**config.mk**
```make
export PLATFORM = sky130hd
export DESIGN_NAME = luma_edge_deblock_filter_core
export DESIGN_NICKNAME = d
export VERILOG_FILES = /design/src/sv/ledf_pkg.sv /design/src/sv/luma_edge_deblock_filter_core.sv /design/src/sv/ledf_front.sv /design/src/sv/ledf_queue.sv /design/src/sv/ledf_back.sv
export VERILOG_INCLUDE_DIRS = /design/src /design/src/sv
export SDC_FILE = /design/constraint.sdc
export NUM_CORES = 1
export LEC_CHECK = 0
export BUFFER_PORTS_ARGS = -buffer_cell sky130_fd_sc_hd__buf_2
export CORE_MARGIN = 8
export CORE_UTILIZATION = 60
export DETAILED_ROUTE_END_ITERATION = 10
export GPL_TIMING_DRIVEN = 0
export PLACE_DENSITY = 0.76
export SLEW_MARGIN = 10
export SYNTH_ARGS = -nofsm -noshare
export SYNTH_HDL_FRONTEND = slang
export SYNTH_SLANG_ARGS = --single-unit
export TNS_END_PERCENT = 30
```
**constraint.sdc**
```tcl
create_clock -name clk -period 19.1 [get_ports clk]
set_clock_uncertainty 0.1 [all_clocks]
set_input_delay 0.955 -clock clk [delete_from_list [all_inputs] [get_ports clk]]
set_output_delay 0.955 -clock clk [all_outputs]
set_load 0.02 [all_outputs]
```
**src/sv/luma_edge_deblock_filter_core_defines.svh**
```systemverilog
// Assertion macros shared by the luma deblocking filter RTL.
// No dependencies; define NO_ASSERTIONS to compile the checks out.
`ifndef LUMA_EDGE_DEBLOCK_FILTER_CORE_DEFINES_SVH
`define LUMA_EDGE_DEBLOCK_FILTER_CORE_DEFINES_SVH

`ifndef NO_ASSERTIONS

// Condition must hold at every clock edge out of reset.
`define LEDF_ASSERT_ALWAYS(label, clk, rst_n, expr) \
    label: assert property (@(posedge clk) disable iff (!rst_n) (expr)) \
        else $error("ledf assertion violated");

// Consequent must hold in the same cycle as the antecedent.
`define LEDF_ASSERT_IMPLIES(label, clk, rst_n, ante, cons) \
    label: assert property (@(posedge clk) disable iff (!rst_n) (ante) |-> (cons)) \
        else $error("ledf assertion violated");

// Consequent must hold in the cycle after the antecedent.
`define LEDF_ASSERT_NEXT(label, clk, rst_n, ante, cons) \
    label: assert property (@(posedge clk) disable iff (!rst_n) (ante) |=> (cons)) \
        else $error("ledf assertion violated");

`else

`define LEDF_ASSERT_ALWAYS(label, clk, rst_n, expr)
`define LEDF_ASSERT_IMPLIES(label, clk, rst_n, ante, cons)
`define LEDF_ASSERT_NEXT(label, clk, rst_n, ante, cons)

`endif

`endif

```
**src/sv/ledf_pkg.sv**
```systemverilog
// Types shared by the luma deblocking filter: line, result, edge classification and queue entry.
// No dependencies.
`default_nettype none

package ledf_pkg;

    typedef struct packed {
        logic [7:0] p3;
        logic [7:0] p2;
        logic [7:0] p1;
        logic [7:0] p0;
        logic [7:0] q0;
        logic [7:0] q1;
        logic [7:0] q2;
        logic [7:0] q3;
        logic       strong_mode;
        logic [4:0] tc0_limit;
        logic [7:0] alpha_thresh;
        logic [4:0] beta_thresh;
    } line_t;

    typedef struct packed {
        logic [7:0] out_p2;
        logic [7:0] out_p1;
        logic [7:0] out_p0;
        logic [7:0] out_q0;
        logic [7:0] out_q1;
        logic [7:0] out_q2;
        logic       was_filtered;
    } result_t;

    // Edge classification made by the front end.
    typedef struct packed {
        logic gate;
        logic ap;
        logic aq;
        logic small_step;
    } cls_t;

    typedef struct packed {
        line_t line;
        cls_t  cls;
    } entry_t;

endpackage

`default_nettype wire

```
**src/sv/luma_edge_deblock_filter_core.sv**
```systemverilog
// Channel   | Handshake          | Payload
// ----------+--------------------+-------------------------------
// line in   | push / full        | line   (ledf_pkg::line_t)
// result    | empty / pop        | result (ledf_pkg::result_t)
//
// Sustains one edge line per clock while full is low and results are popped; a pushed
// line is registered into the classification queue, then into the output register.
// The filter datapath computes a line combinationally from the queue head.
// full rises only when the queue holds QUEUE_DEPTH lines while the output stalls.
// Reset empties the queue and the output register; no clearing pass is needed.
// Top level of the luma deblocking filter; depends on ledf_pkg, ledf_front,
// ledf_queue and ledf_back.
`default_nettype none

module luma_edge_deblock_filter_core #(
    parameter int QUEUE_DEPTH = 2
) (
    input  wire logic            clk,
    input  wire logic            rst_n,
    input  wire logic            push,
    output logic                 full,
    input  wire ledf_pkg::line_t line,
    output logic                 empty,
    input  wire logic            pop,
    output ledf_pkg::result_t    result
);

    ledf_pkg::entry_t wr_entry;
    ledf_pkg::entry_t head;
    logic             wr;
    logic             rd;
    logic             q_empty;
    logic             q_full;

    ledf_front u_front (
        .push   (push),
        .line   (line),
        .q_full (q_full),
        .wr     (wr),
        .entry  (wr_entry)
    );

    ledf_queue #(
        .DEPTH (QUEUE_DEPTH)
    ) u_queue (
        .clk     (clk),
        .rst_n   (rst_n),
        .wr      (wr),
        .wdata   (wr_entry),
        .rd      (rd),
        .rdata   (head),
        .q_empty (q_empty),
        .q_full  (q_full)
    );

    ledf_back u_back (
        .clk     (clk),
        .rst_n   (rst_n),
        .head    (head),
        .q_empty (q_empty),
        .rd      (rd),
        .pop     (pop),
        .empty   (empty),
        .result  (result)
    );

    assign full = q_full;

endmodule

`default_nettype wire

```
**src/sv/ledf_front.sv**
```systemverilog
// Front end of the deblocking filter: accepts a line and classifies the edge.
// Depends on ledf_pkg.
`default_nettype none

module ledf_front (
    input  wire logic           push,
    input  wire ledf_pkg::line_t line,
    input  wire logic           q_full,
    output logic                wr,
    output ledf_pkg::entry_t    entry
);

    logic [7:0] d_p0q0;
    logic [7:0] d_p1p0;
    logic [7:0] d_q1q0;
    logic [7:0] d_p2p0;
    logic [7:0] d_q2q0;
    logic [7:0] beta_ext;
    logic [8:0] small_lim;

    function automatic logic [7:0] absdiff(input logic [7:0] a, input logic [7:0] b);
        absdiff = (a >= b) ? (a - b) : (b - a);
    endfunction

    assign d_p0q0 = absdiff(line.p0, line.q0);
    assign d_p1p0 = absdiff(line.p1, line.p0);
    assign d_q1q0 = absdiff(line.q1, line.q0);
    assign d_p2p0 = absdiff(line.p2, line.p0);
    assign d_q2q0 = absdiff(line.q2, line.q0);
    assign beta_ext = {3'b000, line.beta_thresh};
    assign small_lim = {3'b000, line.alpha_thresh[7:2]} + 9'd2;

    always_comb
    begin
        entry.line           = line;
        entry.cls.gate       = (d_p0q0 < line.alpha_thresh) && (d_p1p0 < beta_ext)
                               && (d_q1q0 < beta_ext);
        entry.cls.ap         = d_p2p0 < beta_ext;
        entry.cls.aq         = d_q2q0 < beta_ext;
        entry.cls.small_step = {1'b0, d_p0q0} < small_lim;
    end

    assign wr = push && !q_full;

endmodule

`default_nettype wire

```
**src/sv/ledf_queue.sv**
```systemverilog
// Short queue of classified lines between the front end and the filter.
// Depends on ledf_pkg and the assertion macros header.
`default_nettype none
`include "luma_edge_deblock_filter_core_defines.svh"

module ledf_queue #(
    parameter int DEPTH = 2
) (
    input  wire logic             clk,
    input  wire logic             rst_n,
    input  wire logic             wr,
    input  wire ledf_pkg::entry_t wdata,
    input  wire logic             rd,
    output ledf_pkg::entry_t      rdata,
    output logic                  q_empty,
    output logic                  q_full
);

    localparam int PTR_W = (DEPTH > 1) ? $clog2(DEPTH) : 1;
    localparam int CNT_W = $clog2(DEPTH + 1);

    ledf_pkg::entry_t entries_reg [DEPTH];
    logic [PTR_W-1:0] wr_ptr_reg, wr_ptr_next;
    logic [PTR_W-1:0] rd_ptr_reg, rd_ptr_next;
    logic [CNT_W-1:0] count_reg, count_next;

    always_comb
    begin
        wr_ptr_next = wr_ptr_reg;
        rd_ptr_next = rd_ptr_reg;
        count_next  = count_reg;
        if (wr)
        begin
            wr_ptr_next = (wr_ptr_reg == PTR_W'(DEPTH - 1)) ? '0 : wr_ptr_reg + 1'b1;
        end
        if (rd)
        begin
            rd_ptr_next = (rd_ptr_reg == PTR_W'(DEPTH - 1)) ? '0 : rd_ptr_reg + 1'b1;
        end
        case ({wr, rd})
            2'b10:   count_next = count_reg + 1'b1;
            2'b01:   count_next = count_reg - 1'b1;
            default: count_next = count_reg;
        endcase
    end

    always_ff @(posedge clk or negedge rst_n)
    begin
        if (!rst_n)
        begin
            wr_ptr_reg <= '0;
            rd_ptr_reg <= '0;
            count_reg  <= '0;
        end
        else
        begin
            wr_ptr_reg <= wr_ptr_next;
            rd_ptr_reg <= rd_ptr_next;
            count_reg  <= count_next;
        end
    end

    always_ff @(posedge clk)
    begin
        if (wr)
        begin
            entries_reg[wr_ptr_reg] <= wdata;
        end
    end

    assign rdata   = entries_reg[rd_ptr_reg];
    assign q_empty = (count_reg == '0);
    assign q_full  = (count_reg == CNT_W'(DEPTH));

    `LEDF_ASSERT_ALWAYS(a_count_range, clk, rst_n, count_reg <= CNT_W'(DEPTH))
    `LEDF_ASSERT_IMPLIES(a_no_read_empty, clk, rst_n, rd, count_reg != '0)
    `LEDF_ASSERT_IMPLIES(a_no_write_full, clk, rst_n, wr, count_reg != CNT_W'(DEPTH))
    `LEDF_ASSERT_NEXT(a_count_up, clk, rst_n, wr && !rd, count_reg == $past(count_reg) + 1'b1)

endmodule

`default_nettype wire

```
**src/sv/ledf_back.sv**
```systemverilog
// Back end of the deblocking filter: applies the normal or strong filter to
// the queue head and holds the result in an output register.
// Depends on ledf_pkg and the assertion macros header.
`default_nettype none
`include "luma_edge_deblock_filter_core_defines.svh"

module ledf_back (
    input  wire logic             clk,
    input  wire logic             rst_n,
    input  wire ledf_pkg::entry_t head,
    input  wire logic             q_empty,
    output logic                  rd,
    input  wire logic             pop,
    output logic                  empty,
    output ledf_pkg::result_t     result
);

    logic              valid_reg, valid_next;
    ledf_pkg::result_t result_reg, result_next;
    logic              load;

    logic [11:0]        sp0, sp1, sp2, sq0, sq1, sq2, wp0, wq0;
    logic [8:0]         avg_sum;
    logic signed [11:0] dsum, delta_raw, delta, tcs, tc0s;
    logic [6:0]         tc;
    logic signed [11:0] tp, tq, tp_clip, tq_clip;
    logic [7:0]         np0, nq0, np1, nq1;

    function automatic logic [11:0] z12(input logic [7:0] v);
        z12 = {4'b0000, v};
    endfunction

    function automatic logic signed [11:0] s12(input logic [7:0] v);
        s12 = $signed({4'b0000, v});
    endfunction

    function automatic logic signed [11:0] clip3(input logic signed [11:0] lo,
                                                  input logic signed [11:0] hi,
                                                  input logic signed [11:0] v);
        if (v < lo)
        begin
            clip3 = lo;
        end
        else if (v > hi)
        begin
            clip3 = hi;
        end
        else
        begin
            clip3 = v;
        end
    endfunction

    function automatic logic [7:0] clip255(input logic signed [11:0] v);
        if (v < 12'sd0)
        begin
            clip255 = 8'd0;
        end
        else if (v > 12'sd255)
        begin
            clip255 = 8'd255;
        end
        else
        begin
            clip255 = v[7:0];
        end
    endfunction

    // Strong filter sums; all fit in 11 bits before the shift.
    always_comb
    begin
        sp0 = z12(head.line.p2) + (z12(head.line.p1) << 1)
              + (z12(head.line.p0) << 1) + (z12(head.line.q0) << 1)
              + z12(head.line.q1) + 12'd4;
        sp1 = z12(head.line.p2) + z12(head.line.p1) + z12(head.line.p0)
              + z12(head.line.q0) + 12'd2;
        sp2 = (z12(head.line.p3) << 1) + (z12(head.line.p2) << 1) + z12(head.line.p2)
              + z12(head.line.p1) + z12(head.line.p0) + z12(head.line.q0) + 12'd4;
        sq0 = z12(head.line.p1) + (z12(head.line.p0) << 1)
              + (z12(head.line.q0) << 1) + (z12(head.line.q1) << 1)
              + z12(head.line.q2) + 12'd4;
        sq1 = z12(head.line.p0) + z12(head.line.q0) + z12(head.line.q1)
              + z12(head.line.q2) + 12'd2;
        sq2 = (z12(head.line.q3) << 1) + (z12(head.line.q2) << 1) + z12(head.line.q2)
              + z12(head.line.q1) + z12(head.line.q0) + z12(head.line.p0) + 12'd4;
        wp0 = (z12(head.line.p1) << 1) + z12(head.line.p0) + z12(head.line.q1) + 12'd2;
        wq0 = (z12(head.line.q1) << 1) + z12(head.line.q0) + z12(head.line.p1) + 12'd2;
    end

    // Normal filter: clipped delta on p0/q0, bounded tap on p1/q1.
    always_comb
    begin
        dsum      = ((s12(head.line.q0) - s12(head.line.p0)) <<< 2)
                    + (s12(head.line.p1) - s12(head.line.q1)) + 12'sd4;
        delta_raw = dsum >>> 3;
        tc        = {2'b00, head.line.tc0_limit} + {6'd0, head.cls.ap}
                    + {6'd0, head.cls.aq};
        tcs       = $signed({5'b00000, tc});
        tc0s      = $signed({7'b0000000, head.line.tc0_limit});
        delta     = clip3(-tcs, tcs, delta_raw);
        np0       = clip255(s12(head.line.p0) + delta);
        nq0       = clip255(s12(head.line.q0) - delta);
        avg_sum   = {1'b0, head.line.p0} + {1'b0, head.line.q0} + 9'd1;
        tp        = (s12(head.line.p2) + s12(avg_sum[8:1])
                    - (s12(head.line.p1) <<< 1)) >>> 1;
        tq        = (s12(head.line.q2) + s12(avg_sum[8:1])
                    - (s12(head.line.q1) <<< 1)) >>> 1;
        tp_clip   = clip3(-tc0s, tc0s, tp);
        tq_clip   = clip3(-tc0s, tc0s, tq);
        np1       = clip255(s12(head.line.p1) + tp_clip);
        nq1       = clip255(s12(head.line.q1) + tq_clip);
    end

    assign load = !q_empty && (!valid_reg || pop);
    assign rd   = load;

    always_comb
    begin
        valid_next              = valid_reg;
        result_next             = result_reg;
        if (pop && valid_reg)
        begin
            valid_next = 1'b0;
        end
        if (load)
        begin
            valid_next               = 1'b1;
            result_next.out_p2       = head.line.p2;
            result_next.out_p1       = head.line.p1;
            result_next.out_p0       = head.line.p0;
            result_next.out_q0       = head.line.q0;
            result_next.out_q1       = head.line.q1;
            result_next.out_q2       = head.line.q2;
            result_next.was_filtered = head.cls.gate;
            if (head.cls.gate && head.line.strong_mode)
            begin
                if (head.cls.ap && head.cls.small_step)
                begin
                    result_next.out_p0 = sp0[10:3];
                    result_next.out_p1 = sp1[9:2];
                    result_next.out_p2 = sp2[10:3];
                end
                else
                begin
                    result_next.out_p0 = wp0[9:2];
                end
                if (head.cls.aq && head.cls.small_step)
                begin
                    result_next.out_q0 = sq0[10:3];
                    result_next.out_q1 = sq1[9:2];
                    result_next.out_q2 = sq2[10:3];
                end
                else
                begin
                    result_next.out_q0 = wq0[9:2];
                end
            end
            else if (head.cls.gate)
            begin
                result_next.out_p0 = np0;
                result_next.out_q0 = nq0;
                if (head.cls.ap)
                begin
                    result_next.out_p1 = np1;
                end
                if (head.cls.aq)
                begin
                    result_next.out_q1 = nq1;
                end
            end
        end
    end

    always_ff @(posedge clk or negedge rst_n)
    begin
        if (!rst_n)
        begin
            valid_reg <= 1'b0;
        end
        else
        begin
            valid_reg <= valid_next;
        end
    end

    always_ff @(posedge clk)
    begin
        result_reg <= result_next;
    end

    assign empty  = !valid_reg;
    assign result = result_reg;

    // A line that fails the gate leaves the filter untouched.
    `LEDF_ASSERT_NEXT(a_pass_thru, clk, rst_n, load && !head.cls.gate, !result_reg.was_filtered && result_reg.out_p0 == $past(head.line.p0) && result_reg.out_q0 == $past(head.line.q0) && result_reg.out_p1 == $past(head.line.p1) && result_reg.out_q1 == $past(head.line.q1))
    // Hold a waiting result until it is taken.
    `LEDF_ASSERT_NEXT(a_hold_result, clk, rst_n, valid_reg && !pop, valid_reg && $stable(result_reg))

endmodule

`default_nettype wire
```
# Yosys cells after proc, flatten, opt, wreduce, memory -nomap -nowiden
# Memories as Yosys holds them, arrays and structs flattened.
# Index checks and enable logic that the tools add are counted.
[classes] n_addsub=69 shifts=0 mul=0 magnitude_cmp=25 n_reduce_logical=15 n_bitwise=0 n_mux=36 div=0 eq_ne=3
[op_table] op="$mux 8" n=19
[op_table] op="$add 11x8->11" n=10
[op_table] op="$sub 8x8->8" n=10
[op_table] op="$mux 12" n=6
[op_table] op="$mux 32" n=2
[op_table] op="$add 10x8->10" n=6
[op_table] op="$gt 12x9->1 const B" n=4
[op_table] op="$lt 12x1->1 const B" n=4
[op_table] op="$add 8x8->9" n=5
[op_table] op="$add 11x3->11 const B" n=4
[op_table] op="$add 11x9->11" n=4
[op_table] op="$add 10x2->10 const B" n=4
[op_table] op="$ge 8x8->1" n=5
[op_table] op="$add 9x12->12" n=3
[op_table] op="$lt 8x5->1" n=4
[op_table] op="$mux 16" n=2
[op_table] op="$lt 11x12->1" n=2
[op_table] op="$gt 11x6->1" n=2
[op_table] op="$add 8x9->10" n=2
[op_table] op="$add 9x8->10" n=2
[op_table] op="$add 9x9->10" n=2
[op_table] op="$sub 9x9->10" n=2
[op_table] op="$sub 8x8->9" n=2
[op_table] op="$add 12x12->12" n=1
[op_table] op="24 further kinds" n=41
[word_totals] ff_bits=54 mem_count=1 mem_bits_rw=174 word_cells=160 inputBits=87 latch_bits=0 out_inout_bits=51 romBits=0
[memory_table] name="u_queue.entries_reg" depth=2 word_bits=87 rd=1 rd_clocked_by_memory_dff=0 write_ports=1 line="ledf_queue.sv:22" source="ledf_pkg::entry_t entries_reg [DEPTH];"

# Logic depth before layout (Yosys ltp)
# An unclocked memory read counts as a cell.
[depth] ltp_word=15 mapped_depth=43 depth_no_buf=37

# Cells and area by module
# From an unflattened synthesis, not the netlist that was laid out.
[hier_totals] cells_unflattened=2385 area_unflattened_um2=25010.2
[by_module_without_submodules] mod="ledf_back" instances=1 area_each_um2=13840.8 cells_each=1506 seq_area_each_um2=1496.4
[by_module_without_submodules] mod="ledf_queue" instances=1 area_each_um2=6538.8 cells_each=287 seq_area_each_um2=5325.1
[by_module_without_submodules] mod="ledf_front" instances=1 area_each_um2=4630.7 cells_each=592 seq_area_each_um2=0.0

# Worst setup path before layout
# OpenSTA, ideal clock, no wires.
[synth_timing] kind="flip-flop to flip-flop" start="register u_queue.rd_ptr_reg" end="register u_back.result_reg (netlist bit u_back.result[40]) (data pin)" synth_period_minus_slack_ns=9.563 setup_slack_ns=9.537 arrival_time_ns=9.304 setup_ns=0.158 stages_incl_launch_ff=43 n_path_buf=7 required_time_ns=18.842 path_cell_list="dfrtp_1 > buf_4 > buf_6 > buf_2 > buf_2 > buf_2 > mux2i_1 > inv_1 > ha_1 > clkbuf_1 > inv_1 > a21oi_1 > nor2_1 > nor2_1 > nor2_1 > a211oi_1 > xor2_1 > inv_1 > [7 not listed] > ha_1 > a211o_1 > or3_1 > o21ai_0 > o21ai_0 > nand2_1 > clkbuf_1 > nor3b_1 > a221oi_2 > ha_1 > o21ai_0 > nor2_1 > o41ai_1 > mux2i_1 > o22ai_1 > mux2i_1 > o211ai_1 > a22oi_1"
[synth_between] elab_chain_cells=15 elab_cells_between_ends=25 classes_between="10 x add/sub; 4 x order compare; 8 x mux; 2 x reduce/logical; 1 x memory"
[synth_lines] item="start, declared" line="ledf_queue.sv:24" source="logic [PTR_W-1:0] rd_ptr_reg, rd_ptr_next;"
[synth_lines] item="start signal, assigned" line="ledf_queue.sv:58" source="rd_ptr_reg <= rd_ptr_next;"
[synth_lines] item="$mem_v2 2x87 (*)"
[synth_lines] item="$add 8x8->9" line="ledf_back.sv:103" source="avg_sum = {1'b0, head.line.p0} + {1'b0, head.line.q0} + 9'd1;"
[synth_lines] item="$add 9x1->9" line="ledf_back.sv:103"
[synth_lines] item="$add 8x8->9" line="ledf_back.sv:104" source="tp = (s12(head.line.p2) + s12(avg_sum[8:1])"
[synth_lines] item="$sub 9x9->10" line="ledf_back.sv:105" source="- (s12(head.line.p1) <<< 1)) >>> 1;"
[synth_lines] item="$gt 11x6->1" line="ledf_back.sv:44" source="else if (v > hi)"
[synth_lines] item="$mux 12" line="ledf_back.sv:44"
[synth_lines] item="$mux 12" line="ledf_back.sv:40" source="if (v < lo)"
[synth_lines] item="$add 9x12->12" line="ledf_back.sv:110" source="np1 = clip255(s12(head.line.p1) + tp_clip);"
[synth_lines] item="$gt 12x9->1" line="ledf_back.sv:59" source="else if (v > 12'sd255)"
[synth_lines] item="$mux 8" line="ledf_back.sv:59"
[synth_lines] item="$mux 8" line="ledf_back.sv:55" source="if (v < 12'sd0)"
[synth_lines] item="$mux 8" line="ledf_back.sv:162" source="if (head.cls.ap)"
[synth_lines] item="$mux 32" line="ledf_back.sv:158" source="else if (head.cls.gate)"
[synth_lines] item="$mux 32 (*)" line="ledf_back.sv:135" source="if (head.cls.gate && head.line.strong_mode)"
[synth_lines] item="end signal, assigned" line="ledf_back.sv:188" source="result_reg <= result_next;"
[synth_lines] item="end, declared" line="ledf_back.sv:19" source="ledf_pkg::result_t result_reg, result_next;"
# Every way passes the cells marked *; elsewhere a longest branch is shown, timed or not.
# A chain may end at the register's enable or synchronous reset.

# Final worst setup path
[layout_timing] start="register u_queue.rd_ptr_reg" end="register u_back.result_reg (netlist bit u_back.result[38]) (data pin)"
# The elaborated chain is that of the path after synthesis.

==> metrics <==
class of the most critical setup path=reg -> reg; master cell of the clock root buffer=sky130_fd_sc_hd__clkbuf_16; kind of start point of the critical path=flop; Slowest Stage Delay on Critical Path=0.96 ns; xor/xnor cell area share of the yosys netlist=0.0597; max frequency=77.6 MHz; initial antenna violation count=1; # rows=74; count of TritonRoute iterations in the first routing pass=5; max reg flops=148; largest fanout of any net on the critical path=10; count of antenna-violating nets left after detailed routing=0; number of synthesized flops with an enable pin=197; multiplexer area fraction after synthesis=0.0607; post-route minimum period=12.88 ns; maximum number of pins on one net before global-route repair=60; Synth Area in Adders=0.309; accumulated negative setup slack=0 ns; post-route fraction of the period consumed by the critical path=0.674; Num CTS Buffers=23; unrepaired setup endpoints after global routing=no; endpoint arrival time on the critical path=13.13 ns; total wirelength of the detailed-routed design=74900 um; die boundary height=219 um; core region area=0.0408 mm2; largest family of logic cells by synthesized area=adder cells; number of distinct library cells after synthesis=96; vias in the first global route=20311; max cap viols=0; required time reported for the critical path endpoint=19.35 ns; die width=219 um; detail-routed net length per standard cell=22.9 um; proportion of layout cells with a drive suffix above 1=0.115; initial standard-cell utilization of the core=0.607; count of buffers inserted at the top-level ports=137; clock-pin transition on the worst setup and hold timing paths=0.06 ns; Total Routing Usage GR=0.307; Register-to-Register Path Depth=42; Clock Latency Late Sink=0.54 ns; Synth Area per Inst=9.71 um2; beginning of the worst register-to-register path=u_queue.rd_ptr_reg$_DFFE_PN0P_; r2r endpoint=u_back.result[38]$_DFFE_PP_; final setup violation count=0; Antenna Diode Count=0; Compound-Gate Fraction of Synth Area=0.168; TritonCTS sink count=202; run status=finished clean; DR DRC count=0; number of buffers inserted by hold repair at cts=0; Worst setup EP type=flop; global-route congestion overflow total=0; dominant register cell in the synthesized netlist=sky130_fd_sc_hd__edfxtp_1; number of synthesis warnings=0; clock tree from TritonCTS=yes; number of H-tree branching levels=1; post-synthesis register bit count=202; via density per instance=6.17; Slowest cell on crit path=sky130_fd_sc_hd__mux2i_1; share of the yosys chip area belonging to registers=0.244; via count=20219; endpoint of the most critical setup path=u_back.result[38]$_DFFE_PP_; ports placed on the boundary=138; violation count after the first detailed-route iteration=1482; async set-reset flop share out of synthesis=0.0248; number of slew-limit violations in the final report=0; final HPWL from detailed placement=61100 um; wire length of the first global-routing pass=114000 um; fraction of the mapped netlist area in simple logic gates=0.102; reg-to-reg setup timing slack=6.22 ns; net count of the mapped netlist=3171; worst hold path type=in -> async; cell seen most often among critical-path stages=sky130_fd_sc_hd__nor2_1; synthesized netlist cell count=2553; number of nets in the layout=3345; transition time at the pin with the least slew margin=1.32 ns; area of the die=0.0481 mm2; Layout area overhead=9.41%; setup bufs post-CTS=0; first element of the critical path=u_queue.rd_ptr_reg$_DFFE_PN0P_; Syn Std Cell Area=0.0248 mm2; worst relative slew slack=0.0937; hold violation count in the final report=0; CTS Buffer Depth=3; routability-driven placement congestion ratio=0.995; Resized Gates After CTS=0
[worst min path at each step]
stage	start	to	slack (ns)	depth (start not counted)
after CTS	rst_n	u_queue.count_reg[1]$_DFFE_PN0P_	0.11	1
final	rst_n	u_queue.count_reg[1]$_DFFE_PN0P_	0.13	1
after global placement	u_queue.wr_ptr_reg$_DFFE_PN0P_	u_queue.wr_ptr_reg$_DFFE_PN0P_	0.37	1
after detailed placement	u_queue.count_reg[1]$_DFFE_PN0P_	u_queue.count_reg[1]$_DFFE_PN0P_	0.40	1
after global routing	rst_n	u_queue.count_reg[1]$_DFFE_PN0P_	0.13	1
after floorplan	u_queue.wr_ptr_reg$_DFFE_PN0P_	u_queue.wr_ptr_reg$_DFFE_PN0P_	0.36	1
[worst max-delay path: cells and delay by family (launching register included)]
family	cells	cell delay, ns
buffers and inverters	11	3.44
AO/OA/AOI/OAI	13	3.09
adder cells (fa/ha/maj)	5	1.96
multiplexers	3	1.87
XOR/XNOR	2	0.79
flip-flops	1	0.32
AND/OR/NAND/NOR	8	1.09
[placed cells by master, fill, tap and decap left out, types with 59 or more instances in the layout]
cell type,instances
sky130_fd_sc_hd__ha_1,396
sky130_fd_sc_hd__inv_1,313
sky130_fd_sc_hd__edfxtp_1,197
sky130_fd_sc_hd__nor2_1,185
sky130_fd_sc_hd__a21oi_1,162
sky130_fd_sc_hd__buf_2,148
sky130_fd_sc_hd__fa_1,135
sky130_fd_sc_hd__xnor2_1,114
sky130_fd_sc_hd__o21ai_0,107
sky130_fd_sc_hd__nand2_1,96
sky130_fd_sc_hd__mux2i_1,75
sky130_fd_sc_hd__a21o_1,59
[kinds of logic (layout without fill, tap and decap cells)]
family / Yosys count / after routing
DFF: 202 / 202
AOI/OAI and AO/OA: 622 / 622
muxes: 142 / 142
and+or+nand+nor: 521 / 521
xor gates and xnor gates: 168 / 168
other: 1 / 1
buffers and inverters: 365 / 555
adders and majority gates: 532 / 532
[layout make-up]
cell class	instances	area, um2
plain buffers	41	179
clock buffers	26	587
clock inverters	15	119
fillers	3365	13700
inverters	324	1220
multi-input cells	1986	17400
flip-flops and latches	202	6040
well taps	532	666
repair buffers	149	883
[cells in the mapped netlist, drive strengths merged (11+ instances only)]
library cell  count  area share
buf              17      0.0036
inv             323       0.049
nor2            186       0.028
xor2             53       0.019
a21o             59       0.018
o21ai           122       0.025
nand2b           25      0.0063
mux2             54       0.025
a211oi           27      0.0091
a21oi           164       0.033
ha              396        0.20
and2             12      0.0030
clkbuf           24      0.0036
mux2i            88       0.036
and3             11      0.0028
o31ai            15      0.0047
nor2b            36      0.0091
or3              12      0.0030
a2bb2oi          11      0.0039
o211ai           16      0.0048
nand3            29      0.0059
a21boi           13      0.0039
nand4            15      0.0046
or2              16      0.0040
nor3             46      0.0095
o21a             38       0.012
nand2            96       0.015
nand3b           14      0.0042
fa              135        0.11
o21bai           34       0.010
xnor2           115       0.041
a31oi            23      0.0058
o22ai            14      0.0035
edfxtp          197        0.24
[metrics by stage]
step	util	instance area, um2	instances	hold slack, ns	worst slack [ns]
final	0.664	27100	3275	0.132	6.22
after global routing	0.664	27100	3275	0.127	5.52
after CTS	0.664	27100	3275	0.114	6.44
after detailed placement	0.647	26400	3234	0.400	6.47
after global placement	0.640	26100	3222	0.374	6.51
after floorplan	-	24800	2553	0.361	9.54
[metal layers]
| metal | global-route usage | vias to the layer above | part of all wire |
|---|---|---|---|
| met5 | 0 | - | 0.00017 |
| met4 | 0.161 | 2 | 0.058 |
| met3 | 0.0372 | 211 | 0.059 |
| met2 | 0.531 | 746 | 0.48 |
| met1 | 0.371 | 9765 | 0.40 |
| li1 | - | 9495 | - |
Power is left out: the tool's default activity adds up to more than one toggle a clock period on the data nets, which glitch-free logic cannot reach.
